--- config.mk ---
export PLATFORM = sky130hd
export DESIGN_NAME = wildcard_pattern_match
export DESIGN_NICKNAME = d
export VERILOG_FILES = /design/src/rtl/core/wpm_pkg.sv /design/src/rtl/core/wpm_cell.sv /design/src/rtl/core/wildcard_pattern_match.sv
export SDC_FILE = /design/constraint.sdc
export NUM_CORES = 1
export LEC_CHECK = 0
export BUFFER_PORTS_ARGS = -buffer_cell sky130_fd_sc_hd__buf_2
export CORE_ASPECT_RATIO = 1.5
export CORE_MARGIN = 5
export CORE_UTILIZATION = 64
export CTS_BUF_LIST = sky130_fd_sc_hd__clkbuf_16
export DETAILED_ROUTE_END_ITERATION = 10
export PLACE_DENSITY = 0.78
export REMOVE_ABC_BUFFERS = 1
export SLEW_MARGIN = 20
export SYNTH_ARGS = -nofsm -noshare
export SYNTH_HDL_FRONTEND = slang
export SYNTH_HIERARCHICAL = 1
export SYNTH_SLANG_ARGS = --single-unit
export TNS_END_PERCENT = 30
--- constraint.sdc ---
create_clock -name clk -period 23.4 [get_ports clk]
set_input_delay 1.17 -clock clk [delete_from_list [all_inputs] [get_ports clk]]
set_output_delay 1.17 -clock clk [all_outputs]
set_load 0.1 [all_outputs]
--- src/rtl/core/wpm_pkg.sv ---
// ----------------------------------------------------------------------------
// wpm_pkg
// Shared types and constants for the wildcard pattern matcher.
// ----------------------------------------------------------------------------
`default_nettype none

package wpm_pkg;

  localparam logic [7:0] SYM_ONE = 8'd63;  // '?'
  localparam logic [7:0] SYM_ANY = 8'd42;  // '*'

  typedef enum logic [1:0] {
    KIND_PATTERN = 2'd0,
    KIND_TEXT    = 2'd1,
    KIND_END     = 2'd2,
    KIND_NONE    = 2'd3
  } kind_t;

  // Per-cycle command broadcast to every cell of the chain
  typedef struct packed {
    logic       step;   // text byte accepted: advance live positions
    logic       rearm;  // pattern symbol or end of text: live = position zero
    logic       load;   // pattern symbol goes into the cell at wr_idx
    logic [7:0] sym;    // text byte or pattern symbol
  } cell_ctrl_t;

endpackage

`default_nettype wire

--- src/rtl/core/wpm_cell.sv ---
// ----------------------------------------------------------------------------
// wpm_cell
// One pattern position: holds its symbol and live bit, passes the star
// closure and the advance bit on to the next position.
// ----------------------------------------------------------------------------
`default_nettype none

module wpm_cell import wpm_pkg::*; #(
  parameter int IDX   = 0,
  parameter int LEN_W = 6
) (
  input  wire logic             clk,
  input  wire logic             rst,
  input  wire cell_ctrl_t       ctrl,
  input  wire logic [LEN_W-1:0] wr_idx,
  input  wire logic [LEN_W-1:0] length,
  input  wire logic             carry_in,  // closure reaching this position
  input  wire logic             adv_in,    // previous position consumed the byte
  output logic                  carry_out,
  output logic                  adv_out,
  output logic                  closed,
  output logic                  live
);

  logic [7:0] pat_sym;
  logic       live_next;
  logic       in_pat;
  logic       is_star;
  logic       sym_hit;

  assign in_pat  = LEN_W'(IDX) < length;
  assign is_star = pat_sym == SYM_ANY;
  assign sym_hit = (pat_sym == SYM_ONE) || (pat_sym == ctrl.sym);

  // closure ripples through consecutive stars, like a carry chain
  assign closed    = live | carry_in;
  assign carry_out = closed & in_pat & is_star;
  assign adv_out   = closed & in_pat & !is_star & sym_hit;

  always_comb begin
    live_next = live;
    if (ctrl.rearm) begin
      live_next = (IDX == 0);
    end else if (ctrl.step) begin
      live_next = carry_out | adv_in;  // star stays live, plus byte consumed
    end
  end

  always_ff @(posedge clk) begin
    if (rst) begin
      live <= (IDX == 0);
    end else begin
      live <= live_next;
    end
  end

  always_ff @(posedge clk) begin
    if (ctrl.load && wr_idx == LEN_W'(IDX)) begin
      pat_sym <= ctrl.sym;
    end
  end

endmodule

`default_nettype wire

--- src/rtl/core/wildcard_pattern_match.sv ---
// ----------------------------------------------------------------------------
// wildcard_pattern_match
// Whole-string glob matcher ('?' and '*') built as a chain of position cells.
// ----------------------------------------------------------------------------
// Usage:
//   Input channel (in_valid/in_ready) carries requests of three kinds:
//     KIND_PATTERN appends symbol to the pattern; first=1 starts a new
//       pattern and clears the overflow flag. 63 is '?', 42 is '*'.
//     KIND_TEXT feeds one text byte.
//     KIND_END closes the text and returns one result: matched and
//       pattern_overflow. Kind 3 is accepted and ignored.
//   Pattern symbols and end of text re-arm the matcher for a new text.
//   Output channel (out_valid/out_ready) returns results in request order.
// Timing:
//   One request per cycle while in_ready is high. Each text byte updates all
//   MAX_PATTERN cells in the cycle it is accepted; the star closure ripples
//   along the cell chain. A result appears in the output register in the
//   cycle after its end-of-text request is accepted.
// Stall:
//   While a result sits unclaimed, in_ready is low; it is high whenever the
//   output register is empty or being read in the same cycle.
// Reset:
//   Empty pattern, only position zero live, no overflow, no result pending.
//   Pattern symbol storage is not cleared; only loaded entries are used.
// ----------------------------------------------------------------------------
`default_nettype none

module wildcard_pattern_match import wpm_pkg::*; #(
  parameter int MAX_PATTERN = 32
) (
  input  wire logic       clk,
  input  wire logic       rst,
  input  wire logic       in_valid,
  output logic            in_ready,
  input  wire logic [1:0] kind,
  input  wire logic [7:0] symbol,
  input  wire logic       first,
  output logic            out_valid,
  input  wire logic       out_ready,
  output logic            matched,
  output logic            pattern_overflow
);

  localparam int LEN_W = $clog2(MAX_PATTERN + 1);

  logic             in_fire;
  kind_t            in_kind;
  cell_ctrl_t       ctrl;

  logic [LEN_W-1:0] pattern_len;
  logic [LEN_W-1:0] pattern_len_next;
  logic [LEN_W-1:0] len_base;
  logic             overflowed;
  logic             overflowed_next;
  logic             room;

  logic [MAX_PATTERN:0]   carry;
  logic [MAX_PATTERN:0]   adv;
  logic [MAX_PATTERN:0]   closed_vec;
  logic [MAX_PATTERN:0]   live_vec;
  logic                   live_end;
  logic                   live_end_next;
  logic                   hit;

  assign in_kind  = kind_t'(kind);
  assign in_ready = !out_valid || out_ready;
  assign in_fire  = in_valid && in_ready;

  // Pattern append: a first symbol restarts at position zero
  assign len_base = first ? '0 : pattern_len;
  assign room     = len_base < LEN_W'(MAX_PATTERN);

  always_comb begin
    ctrl.step  = in_fire && in_kind == KIND_TEXT;
    ctrl.rearm = in_fire && (in_kind == KIND_PATTERN || in_kind == KIND_END);
    ctrl.load  = in_fire && in_kind == KIND_PATTERN && room;
    ctrl.sym   = symbol;
  end

  always_comb begin
    pattern_len_next = pattern_len;
    overflowed_next  = overflowed;
    if (in_fire && in_kind == KIND_PATTERN) begin
      pattern_len_next = room ? len_base + LEN_W'(1) : len_base;
      overflowed_next  = (overflowed && !first) || !room;
    end
  end

  // Cell chain: carry is the star closure, adv the byte-consumed bit
  assign carry[0] = 1'b0;
  assign adv[0]   = 1'b0;

  for (genvar i = 0; i < MAX_PATTERN; i++) begin : g_cell
    wpm_cell #(
      .IDX   (i),
      .LEN_W (LEN_W)
    ) u_cell (
      .clk       (clk),
      .rst       (rst),
      .ctrl      (ctrl),
      .wr_idx    (len_base),
      .length    (pattern_len),
      .carry_in  (carry[i]),
      .adv_in    (adv[i]),
      .carry_out (carry[i+1]),
      .adv_out   (adv[i+1]),
      .closed    (closed_vec[i]),
      .live      (live_vec[i])
    );
  end

  // Terminal position past the last symbol: no symbol of its own
  assign closed_vec[MAX_PATTERN] = live_end | carry[MAX_PATTERN];
  assign live_vec[MAX_PATTERN]   = live_end;

  always_comb begin
    live_end_next = live_end;
    if (ctrl.rearm) begin
      live_end_next = 1'b0;
    end else if (ctrl.step) begin
      live_end_next = adv[MAX_PATTERN];
    end
  end

  // Whole text matched when the closed vector reaches the pattern end and no overflow is flagged
  assign hit = closed_vec[pattern_len] && !overflowed;

  always_ff @(posedge clk) begin
    if (rst) begin
      pattern_len <= '0;
      overflowed  <= 1'b0;
      live_end    <= 1'b0;
      out_valid   <= 1'b0;
    end else begin
      pattern_len <= pattern_len_next;
      overflowed  <= overflowed_next;
      live_end    <= live_end_next;
      if (in_fire && in_kind == KIND_END) begin
        out_valid <= 1'b1;
      end else if (out_ready) begin
        out_valid <= 1'b0;
      end
    end
  end

  // Result payload
  always_ff @(posedge clk) begin
    if (in_fire && in_kind == KIND_END) begin
      matched          <= hit;
      pattern_overflow <= overflowed;
    end
  end

  // Checks
  a_rearm: assert property (@(posedge clk) disable iff (rst)
    in_fire && (in_kind == KIND_PATTERN || in_kind == KIND_END)
    |=> live_vec == (MAX_PATTERN + 1)'(1))
    else $error("live vector not re-armed");

  a_no_match_on_overflow: assert property (@(posedge clk) disable iff (rst)
    out_valid && matched |-> !pattern_overflow)
    else $error("match reported for overflowed pattern");

  a_len_bound: assert property (@(posedge clk) disable iff (rst)
    pattern_len <= LEN_W'(MAX_PATTERN))
    else $error("pattern length beyond store");

  a_overflow_full: assert property (@(posedge clk) disable iff (rst)
    overflowed |-> pattern_len == LEN_W'(MAX_PATTERN))
    else $error("overflow flag with store not full");

endmodule

`default_nettype wire

==> results.toml, run 1 <==
[yosys]
synthTopCellsByArea = "edfxtp_1 48%, xnor2_1 11%, dfxtp_1 5.1%, nand4_1 3.0%, nor2_1 2.7%"
synth.top_cell.area_share = 0.4840
synth-main-ff-cell = "edfxtp_1"
yosysWarnings = 6
synth_edf_count = 258
synthTopCellsByCount = "258 x edfxtp_1, 208 x xnor2_1, 115 x nor2_1, 77 x nand4_1, 54 x nand2_1"
ys_async_sr_fraction = 0
yosysTopAreaCell = "edfxtp_1"
syn_area_um2 = 16010
yosysSeqAreaShare = 0.5353
postSynthAreaPerCell_um2 = 12.15
synth_cell_type_count = 92
synth_cells = 1317
synth-seq-cells = 299
synth.most_common_cell = "edfxtp_1"

[timing]
fmax_mhz = 58.79
worstMarginPinSlew_ps = 1074
setup_tns_ps = 0
rsz0062_at_grt = "no"
timing.final.hold_violations = 0
worst_slack_ps = 6391
skew_ps = 9.455
setup_viol = 0
period_minus_slack_ps = 17010
maxSlewHeadroom = 0.2782
period_share = 0.7269
drv_slew = 0

[floorplanning]
initial_utilization = 0.6436
rows = 71
chipHeight_um = 203.7
io_pins = 19
die_width_um = 139.1
fp.coreArea_um2 = 24870
dieArea_um2 = 28340

[critical_path]
endpoint_kind = "flip-flop"
crit_path_max_fanout = 4
crit_path_max_incr_delay_ps = 500
critPathArrivalTime_ps = 17300
crit_required_ps = 23690
slowest_stage = "mux4_1"
worstSetupPathType = "reg -> reg"
crit_top_cell = "or2_2"
cp-start-kind = "flip-flop"

[routing]
dr.pass1.iters = 5
remaining_drc_errors = 0
drtIter0Drc = 760
drt_wl_total_um = 36400
vias_per_cell = 6.429
num_vias = 11232
wl_per_cell_um = 20.83
postRouteAntennaNets = 0

[clock_network]
ctsResizeCount = 0
ctsRootBufferMaster = "clkbuf_16"
clk_latency_ps = 530
clock_path_buffers = 3
htreeDepth = 1
cts_buffers = 27
cts_tree = "built"
postCtsSetupBuffers = 0
cts-hold-fix-buffers = 0
clock-sinks = 299
clk_pin_slew_worst_paths_ps = 70

[power]
peakVddDrop_mv = 0.07511
pwr-share-seq = 0.529
swShare = 0.2113
switching_power_uw = 232.7
pwr_density_cell_nw_per_um2 = 62.04
combPwrFrac = 0.061
p_clk_frac = 0.410
total_leakage_power_nw = 5.512
power.internal_uw = 868.8

[run]
drv_cap = 0

[finish]
fillers = 1736
fin_nets = 1415
antenna_cells = 0
drive_above_1_share = 0.1705
area_growth_pct = 10.92

[placement]
dp_slack_ps = 6422
gp_congestion = 0.9263
dpl.hpwl_um = 23140
io_buffers = 18

[grt]
grt_pass1_vias = 11639
grt_overflow = 0
antenna_found_initial = 1
grt_max_degree = 45
grt_pass1_wl_um = 58330
grt_usage = 0.2525

[outcome]
status = "complete, no violations"

[worst_hold_path]
min_path_type = "reg -> reg"
through the flow:
stage | util | power [mW] | instances | area [um2] | hold WS (ps)
3_3_place_gp | 0.6768 | 0.6599 | 1698 | 16830 | 452.6
4_1_cts | 0.7132 | 1.110 | 1747 | 17740 | 470.6
5_1_grt | 0.7138 | 1.139 | 1747 | 17760 | 497.3
2_1_floorplan | - | 0.6305 | 1311 | 15970 | 431.7
3_5_place_dp | 0.6768 | 0.6616 | 1698 | 16830 | 452.6
6_report | 0.7138 | 1.102 | 1747 | 17760 | 470.1
final timing paths:
| check | from | to | slack (ps) | cells after the start |
|---|---|---|---|---|
| hold reg to reg | overflowed | pattern_overflow | 470 | 0 |
| setup / recovery | pattern_len[3] | matched | 6390 | 97 |
| hold / removal | overflowed | pattern_overflow | 470 | 0 |
| setup reg to reg | pattern_len[3] | matched | 6390 | 97 |
cells in the final DEF, fill, tap and decap left out, drive strengths merged, types with 5 or more instances in the layout:
master and n:
or2 30, o211ai 6, a32oi 6, and3 6, mux4 7, nor2 119, nor3b 8, nand4 78
nand2b 7, o31ai 8, xnor2 208, or4b 15, or3 8, a211o 5, xor2 48, edfxtp 258
nand3 31, nor2b 6, o21a 9, o21ai 49, dfxtp 41, nand2 56, nand4bb 11, clkbuf 27
or4 5, o31a 23, nor3 63, a2111oi 5, and4bb 10, inv 41, nand4b 16, bufinv 5
nor4 25, a21o 8, clkinv 9, a21oi 33, buf 59, nor4b 26
power groups by stage:
stage	clock network (mW)	logic (mW)	registers, mW
floorplan	0	0.0353	0.595
global placement	0	0.0661	0.594
detailed placement	0	0.0677	0.594
CTS	0.459	0.0681	0.582
global route	0.483	0.0733	0.582
finish	0.452	0.0676	0.582
flip-flops by register name, indices dropped and copies added (netlist names):
name / cells
g_cell.u_cell/live: 32
g_cell.u_cell/pat_sym: 256
live_end: 1
matched: 1
out_valid: 1
overflowed: 1
pattern_len: 6
pattern_overflow: 1
cell type report:
type / instances / area [um2] / area share
inverter: 35 / 131.4 / 0.007399
sequential: 299 / 8571 / 0.4827
clock inverter: 22 / 231.5 / 0.01304
clock buffer: 27 / 675.6 / 0.03805
tap: 328 / 410.4 / 0.02311
multi-input combinational: 977 / 7321 / 0.4123
timing repair buffer: 59 / 415.4 / 0.02340
cell families after synthesis:
| group | share of synthesized area |
|---|---|
| simple gates | 0.2140 |
| flops | 0.5353 |
| xor+xnor | 0.1401 |
| compound gates | 0.08520 |
| buf+inv | 0.01071 |
| mux | 0.01376 |
| fa+ha+maj | 0.0007815 |
| other cells | 0.0002343 |
critical path: cells and delay by family (launching register included):
kind	cells	cell delay (ps)
AOI/OAI and AO/OA	27	3270
DFF	1	310
muxes	2	650
and+or+nand+nor	68	12520
per-layer routing:
layer  routed length [um]  vias to the layer above  GRT usage
li1                     -                     5208          -
met1                14280                     5560     0.2979
met2                19290                      368     0.4765
met3                 1800                       94    0.02932
met4                 1013                        2    0.08427
met5                   13                        -          0
Power figures use the tool's default switching activity.
==> run 2: changes to the inputs <==
--- a/config.mk
+++ b/config.mk
@@ -8,10 +8,10 @@
 export BUFFER_PORTS_ARGS = -buffer_cell sky130_fd_sc_hd__buf_2
 export CORE_ASPECT_RATIO = 1.5
 export CORE_MARGIN = 5
-export CORE_UTILIZATION = 64
+export CORE_UTILIZATION = 58
 export CTS_BUF_LIST = sky130_fd_sc_hd__clkbuf_16
 export DETAILED_ROUTE_END_ITERATION = 10
-export PLACE_DENSITY = 0.78
+export PLACE_DENSITY = 0.74
 export REMOVE_ABC_BUFFERS = 1
 export SLEW_MARGIN = 20
 export SYNTH_ARGS = -nofsm -noshare
==> constraint.sdc (replaced) <==
create_clock -name clk -period 14.1 [get_ports clk]
set_input_delay 0.705 -clock clk [delete_from_list [all_inputs] [get_ports clk]]
set_output_delay 0.705 -clock clk [all_outputs]
set_load 0.1 [all_outputs]
==> run 2 against run 1 <==
Net effect:
- the run now ends with setup timing left
- clock power rose by 61%
- global-route usage is 0.59 points lower
- worst hold slack lost 11 ps
- routed wire length increased by 9.0%
- register-to-register slack lost 7500 ps
- via count up 7.1%
- total power increased by 65%
- critical path type unchanged
- largest power group unchanged
- highest routed layer unchanged
==> results.toml, run 2 (synthesized netlist as in run 1, its figures left out) <==
[outcome]
status = "finished, violations left"
violations = "setup timing"

[critical_path]
r2r_start = "g_cell[0].u_cell/pat_sym[6]"
cp-start-kind = "flip-flop"
timing.rr.end = "matched"
crit_top_cell = "or2_4"
worstSetupPathType = "reg -> reg"
crit_path_max_incr_delay_ps = 400
ff2ff_path_depth = 99
ff2ff_setup_slack_ps = -1120
slowest_stage = "edfxtp_1"
crit_required_ps = 14520
crit_path_max_fanout = 2
critPathArrivalTime_ps = 15640
critPathCapture = "matched"
endpoint_kind = "flip-flop"
cp-startpoint = "g_cell[0].u_cell/pat_sym[6]"

[clock_network]
htreeDepth = 1
clock_path_buffers = 3
clock-sinks = 299
ctsRootBufferMaster = "clkbuf_16"
cts_buffers = 28
cts-hold-fix-buffers = 0
cts_tree = "built"
clk_pin_slew_worst_paths_ps = 60
clk_latency_ps = 560

[grt]
grt_pass1_vias = 12298
grt_use_met2 = 0.4572
antenna_found_initial = 1
busiest_layer = "met2"
grt_usage = 0.2466
grt_pass1_wl_um = 62400
grt.met3_usage = 0.02918
grt_max_degree = 65
grt_overflow = 0
use_met1 = 0.2905

[floorplanning]
io_pins = 19
die_width_um = 145.6
fp.coreArea_um2 = 27220
initial_utilization = 0.5881
dieArea_um2 = 31090
rows = 74
chipHeight_um = 213.5

[power]
pwr-share-seq = 0.532
combPwrFrac = 0.068
total_leakage_power_nw = 6.556
peakVddDrop_mv = 0.1197
p_clk_frac = 0.400
switching_power_uw = 396.9
pwr_density_cell_nw_per_um2 = 93.52
swShare = 0.2186
finalPower_mw = 1.815
power.internal_mw = 1.419

[finish]
reg_top3 = "g_cell.u_cell/pat_sym: 256 flops, g_cell.u_cell/live: 32 flops, pattern_len: 6 flops"
drive_above_1_share = 0.2749
final_common_cell = "edfxtp_1"
antenna_cells = 0
layout.cells.non_filler = 1939
fillers = 1834
regMostFlops = "g_cell.u_cell/pat_sym"
largest_reg_flops = 256
fin_nets = 1591
finalInstanceArea_um2 = 19410
area_growth_pct = 21.27
mostFrequentLayoutCells = "258 x edfxtp_1, 220 x buf_4, 208 x xnor2_1, 113 x nor2_1, 77 x nand4_1"

[timing]
worst_slack_ps = -1117
timing.final.hold_violations = 0
setup_tns_ps = -5513
worstMarginPinSlew_ps = 1182
maxSlewHeadroom = 0.2119
rsz0062_at_grt = "yes"
period_share = 1.079
fmax_mhz = 65.71
skew_ps = 19.62
drv_slew = 0
setup_viol = 7
period_minus_slack_ps = 15220

[routing]
drt_wl_total_um = 39680
drtIter0Drc = 743
wl_per_cell_um = 20.46
vias_per_cell = 6.206
num_vias = 12033
dr.pass1.iters = 5
postRouteAntennaNets = 0
remaining_drc_errors = 0

[run]
drv_cap = 0

[placement]
place_inst = 1807
place_area_um2 = 17580
io_buffers = 18
gp_congestion = 0.8235
dpl.hpwl_um = 23270

[worst_hold_path]
min_path_type = "in -> reg"
-- run 2: cell count changes in the layout (fill, tap and decap cells not counted), moves of 5 or more --
cell	change
buf_4	+172
or2_4	+25
or2_2	-24
nor3_1	-7
inv_1	+6
o21ai_4	+5
-- run 2: repair_timing --
action | CTS | global route
endpoints found under the setup margin | 6 | 7
pin swaps | 36 | 70
buffers inserted | 56 | 23
resized for setup | 42 | 29
-- run 2: per-stage QoR --
stage / util / setup slack [ps] / hold WS (ps)
2_1_floorplan: - / -2163 / 431.7
6_report: 0.7131 / -1117 / 458.8
4_1_cts: 0.6992 / -706.9 / 432.5
3_5_place_dp: 0.6458 / -2521 / 490.9
5_1_grt: 0.7131 / -2100 / 458.8
3_3_place_gp: 0.6458 / -1998 / 477.5
-- run 2: power groups by stage --
stage	clock network (mW)	logic, mW	registers (mW)
after floorplan	0	0.0587	0.988
after global placement	0	0.113	0.985
after detailed placement	0	0.117	0.985
after CTS	0.739	0.119	0.966
after global routing	0.772	0.132	0.966
final	0.726	0.123	0.967
-- run 2: routing by layer --
layer,part of all wire,wire length [um]
met2,0.52,20760
met3,0.052,2055
met1,0.39,15560
met5,0.00050,20
met4,0.032,1282
-- run 2: final cells by class --
| type | count | area [um2] | area share |
|---|---|---|---|
| Sequential cell | 299 | 8572 | 0.4416 |
| Multi-Input combinational cell | 977 | 7632 | 0.3932 |
| Timing Repair Buffer | 234 | 1763 | 0.09082 |
| Clock buffer | 31 | 775.7 | 0.03996 |
| Tap cell | 342 | 427.9 | 0.02204 |
| Inverter | 35 | 131.4 | 0.006768 |
| Clock inverter | 21 | 110.1 | 0.005672 |
-- run 2: how the worst min path moves through the flow --
stage | start | to | slack, ps | cells past startpoint
after floorplan | overflowed | pattern_overflow | 430 | 0
after global placement | live_end | live_end | 480 | 2
after detailed placement | live_end | live_end | 490 | 2
after CTS | in_valid | out_valid | 430 | 3
after global routing | in_valid | out_valid | 460 | 3
final | in_valid | out_valid | 460 | 3
-- run 2: worst max-delay path: cells and delay by family (launching register included) --
family          cells  cell delay [ps]
simple gates       71            12100
compound gates     27             2430
buf+inv             1              110
flops               1              400
==> run 3: changes to the inputs <==
--- a/config.mk
+++ b/config.mk
@@ -7,7 +7,7 @@
 export LEC_CHECK = 0
 export BUFFER_PORTS_ARGS = -buffer_cell sky130_fd_sc_hd__buf_2
 export CORE_ASPECT_RATIO = 1.5
-export CORE_MARGIN = 5
+export CORE_MARGIN = 2
 export CORE_UTILIZATION = 58
 export CTS_BUF_LIST = sky130_fd_sc_hd__clkbuf_16
 export DETAILED_ROUTE_END_ITERATION = 10
==> run 3 against run 2 <==
Net effect:
- the run still ends with setup timing left
- sequential share of layout area decreased by 0.38 points
- worst setup slack worse by 130 ps
- cell area up 0.87%
- clock skew grew 1.7 ps
- combinational power about the same
- die area shrank 6.8%
- routed wire length increased by 2.8%
- non-clock buffer count grew 1
- maximum frequency shrank 0.84%
- sequential power hardly changed
- largest power group unchanged
==> results.toml, run 3 (synthesized netlist as in run 1, its figures left out) <==
[outcome]
status = "finished, violations left"
violations = "setup timing"

[grt]
grt_usage = 0.2708
grt.met3_usage = 0.03668
grt_use_met2 = 0.4932
busiest_layer = "met2"
grt_pass1_vias = 12230
grt_pass1_wl_um = 62530
use_met1 = 0.3128
antenna_found_initial = 1
grt_max_degree = 48
grt_overflow = 0

[power]
total_leakage_power_nw = 6.563
pwr_density_cell_nw_per_um2 = 97.11
finalPower_mw = 1.901
peakVddDrop_mv = 0.1161

[placement]
io_buffers = 18
dp_slack_ps = -2523
gp_congestion = 0.8492
dpl.hpwl_um = 23930
place_inst = 1810

[finish]
drive_above_1_share = 0.2778
final_common_cell = "edfxtp_1"
multi_input_area_um2 = 7674
fillers = 1816
antenna_cells = 0
regMostFlops = "g_cell.u_cell/pat_sym"
seq_area_um2 = 8572
largest_reg_flops = 256
fin_nets = 1592
layout.cells.non_filler = 1940
area_growth_pct = 22.32
mostFrequentLayoutCells = "258 x edfxtp_1, 213 x buf_4, 208 x xnor2_1, 113 x nor2_1, 77 x nand4_1"
reg_top3 = "g_cell.u_cell/pat_sym: 256 flops, g_cell.u_cell/live: 32 flops, pattern_len: 6 flops"

[timing]
drv_slew = 0
timing.final.hold_violations = 0
skew_ps = 21.33
setup_viol = 5
period_minus_slack_ps = 15350
fmax_mhz = 65.16
rsz0062_at_grt = "yes"
worst_slack_ps = -1246
worstMarginPinSlew_ps = 1175
period_share = 1.088
maxSlewHeadroom = 0.2148

[clock_network]
cts_tree = "built"
htreeDepth = 1
clock-sinks = 299
clk_latency_ps = 560
clk_pin_slew_worst_paths_ps = 60
ctsRootBufferMaster = "clkbuf_16"
clock_path_buffers = 3
cts-hold-fix-buffers = 0
cts_buffers = 28

[critical_path]
crit_top_cell = "or2_4"
endpoint_kind = "flip-flop"
worstSetupPathType = "reg -> reg"
cp-start-kind = "flip-flop"
slowest_stage = "or4_4"
crit_path_max_incr_delay_ps = 530
crit_path_max_fanout = 4
crit_required_ps = 14420
critPathArrivalTime_ps = 15660

[floorplanning]
fp.coreArea_um2 = 27220
dieArea_um2 = 28970
io_pins = 19
rows = 74
initial_utilization = 0.5881
die_width_um = 139.6
chipHeight_um = 207.5

[routing]
vias_per_cell = 6.181
wl_per_cell_um = 21.02
postRouteAntennaNets = 0
num_vias = 11991
drt_wl_total_um = 40780
drtIter0Drc = 1010
remaining_drc_errors = 0
dr.pass1.iters = 6

[run]
drv_cap = 0

[worst_hold_path]
min_path_type = "reg -> reg"
==> run 3: changes by cell type in the layout (fill, tap and decap cells not counted), moves of 4 or more <==
cell        before  now
buf_6            3   11
nor3_2          26   18
buf_4          220  213
inv_1           47   40
bufinv_16        1    6
clkinvlp_4       0    5
nor3_1          30   34
nor3_4           7   11
==> run 3: power by group <==
part,switching (mW),leakage (nW),internal [mW]
Sequential,0.00270,2.65,0.964
Combinational,0.0782,3.42,0.0452
Clock,0.328,0.492,0.483
Total,0.409,6.56,1.49
==> run 3: worst max-delay path: cells and delay by family, from the launching register on <==
family,cells,cell delay (ps)
DFF,1,340
and+or+nand+nor,66,11060
buffers and inverters,3,460
muxes,2,610
AOI/OAI and AO/OA,26,2580
==> run 3: path summary, 6_finish.rpt <==
check	slack (ps)	start	endpoint	cells past startpoint
worst max-delay path	-1250	pattern_len[1]	matched	97
worst min-delay path	490	live_end	live_end	2
worst max register to register	-1250	pattern_len[1]	matched	97
worst min register to register	490	live_end	live_end	2
==> run 3: cell type report <==
class | instances | area share
flip-flops and latches | 299 | 0.4378
multi-input cells | 977 | 0.3919
repair buffers | 235 | 0.09080
clock buffers | 29 | 0.03706
well taps | 342 | 0.02185
clock inverters | 23 | 0.01393
inverters | 35 | 0.006709
==> run 3: metrics by stage <==
stage               hold slack (ps)    util  instance area [um2]  setup TNS, ps
floorplan                     431.7       -                15970          -6899
global placement              466.6  0.6463                17590          -6696
CTS                           486.5  0.6997                19050          -8320
detailed placement            471.7  0.6465                17600          -9454
finish                        488.9  0.7193                19580          -4139
global route                  503.8  0.7193                19580          -9460
==> run 3: repair_timing <==
item	CTS	global route
setup buffers	53	35
pin swaps	7	73
gates resized for setup	14	75
endpoints found under the setup margin	7	9
==> run 3: per-layer routing <==
layer / up-vias / wire, um
met5: - / 17
met4: 2 / 1616
met3: 116 / 2388
met2: 442 / 21140
met1: 5879 / 15620
li1: 5552 / -
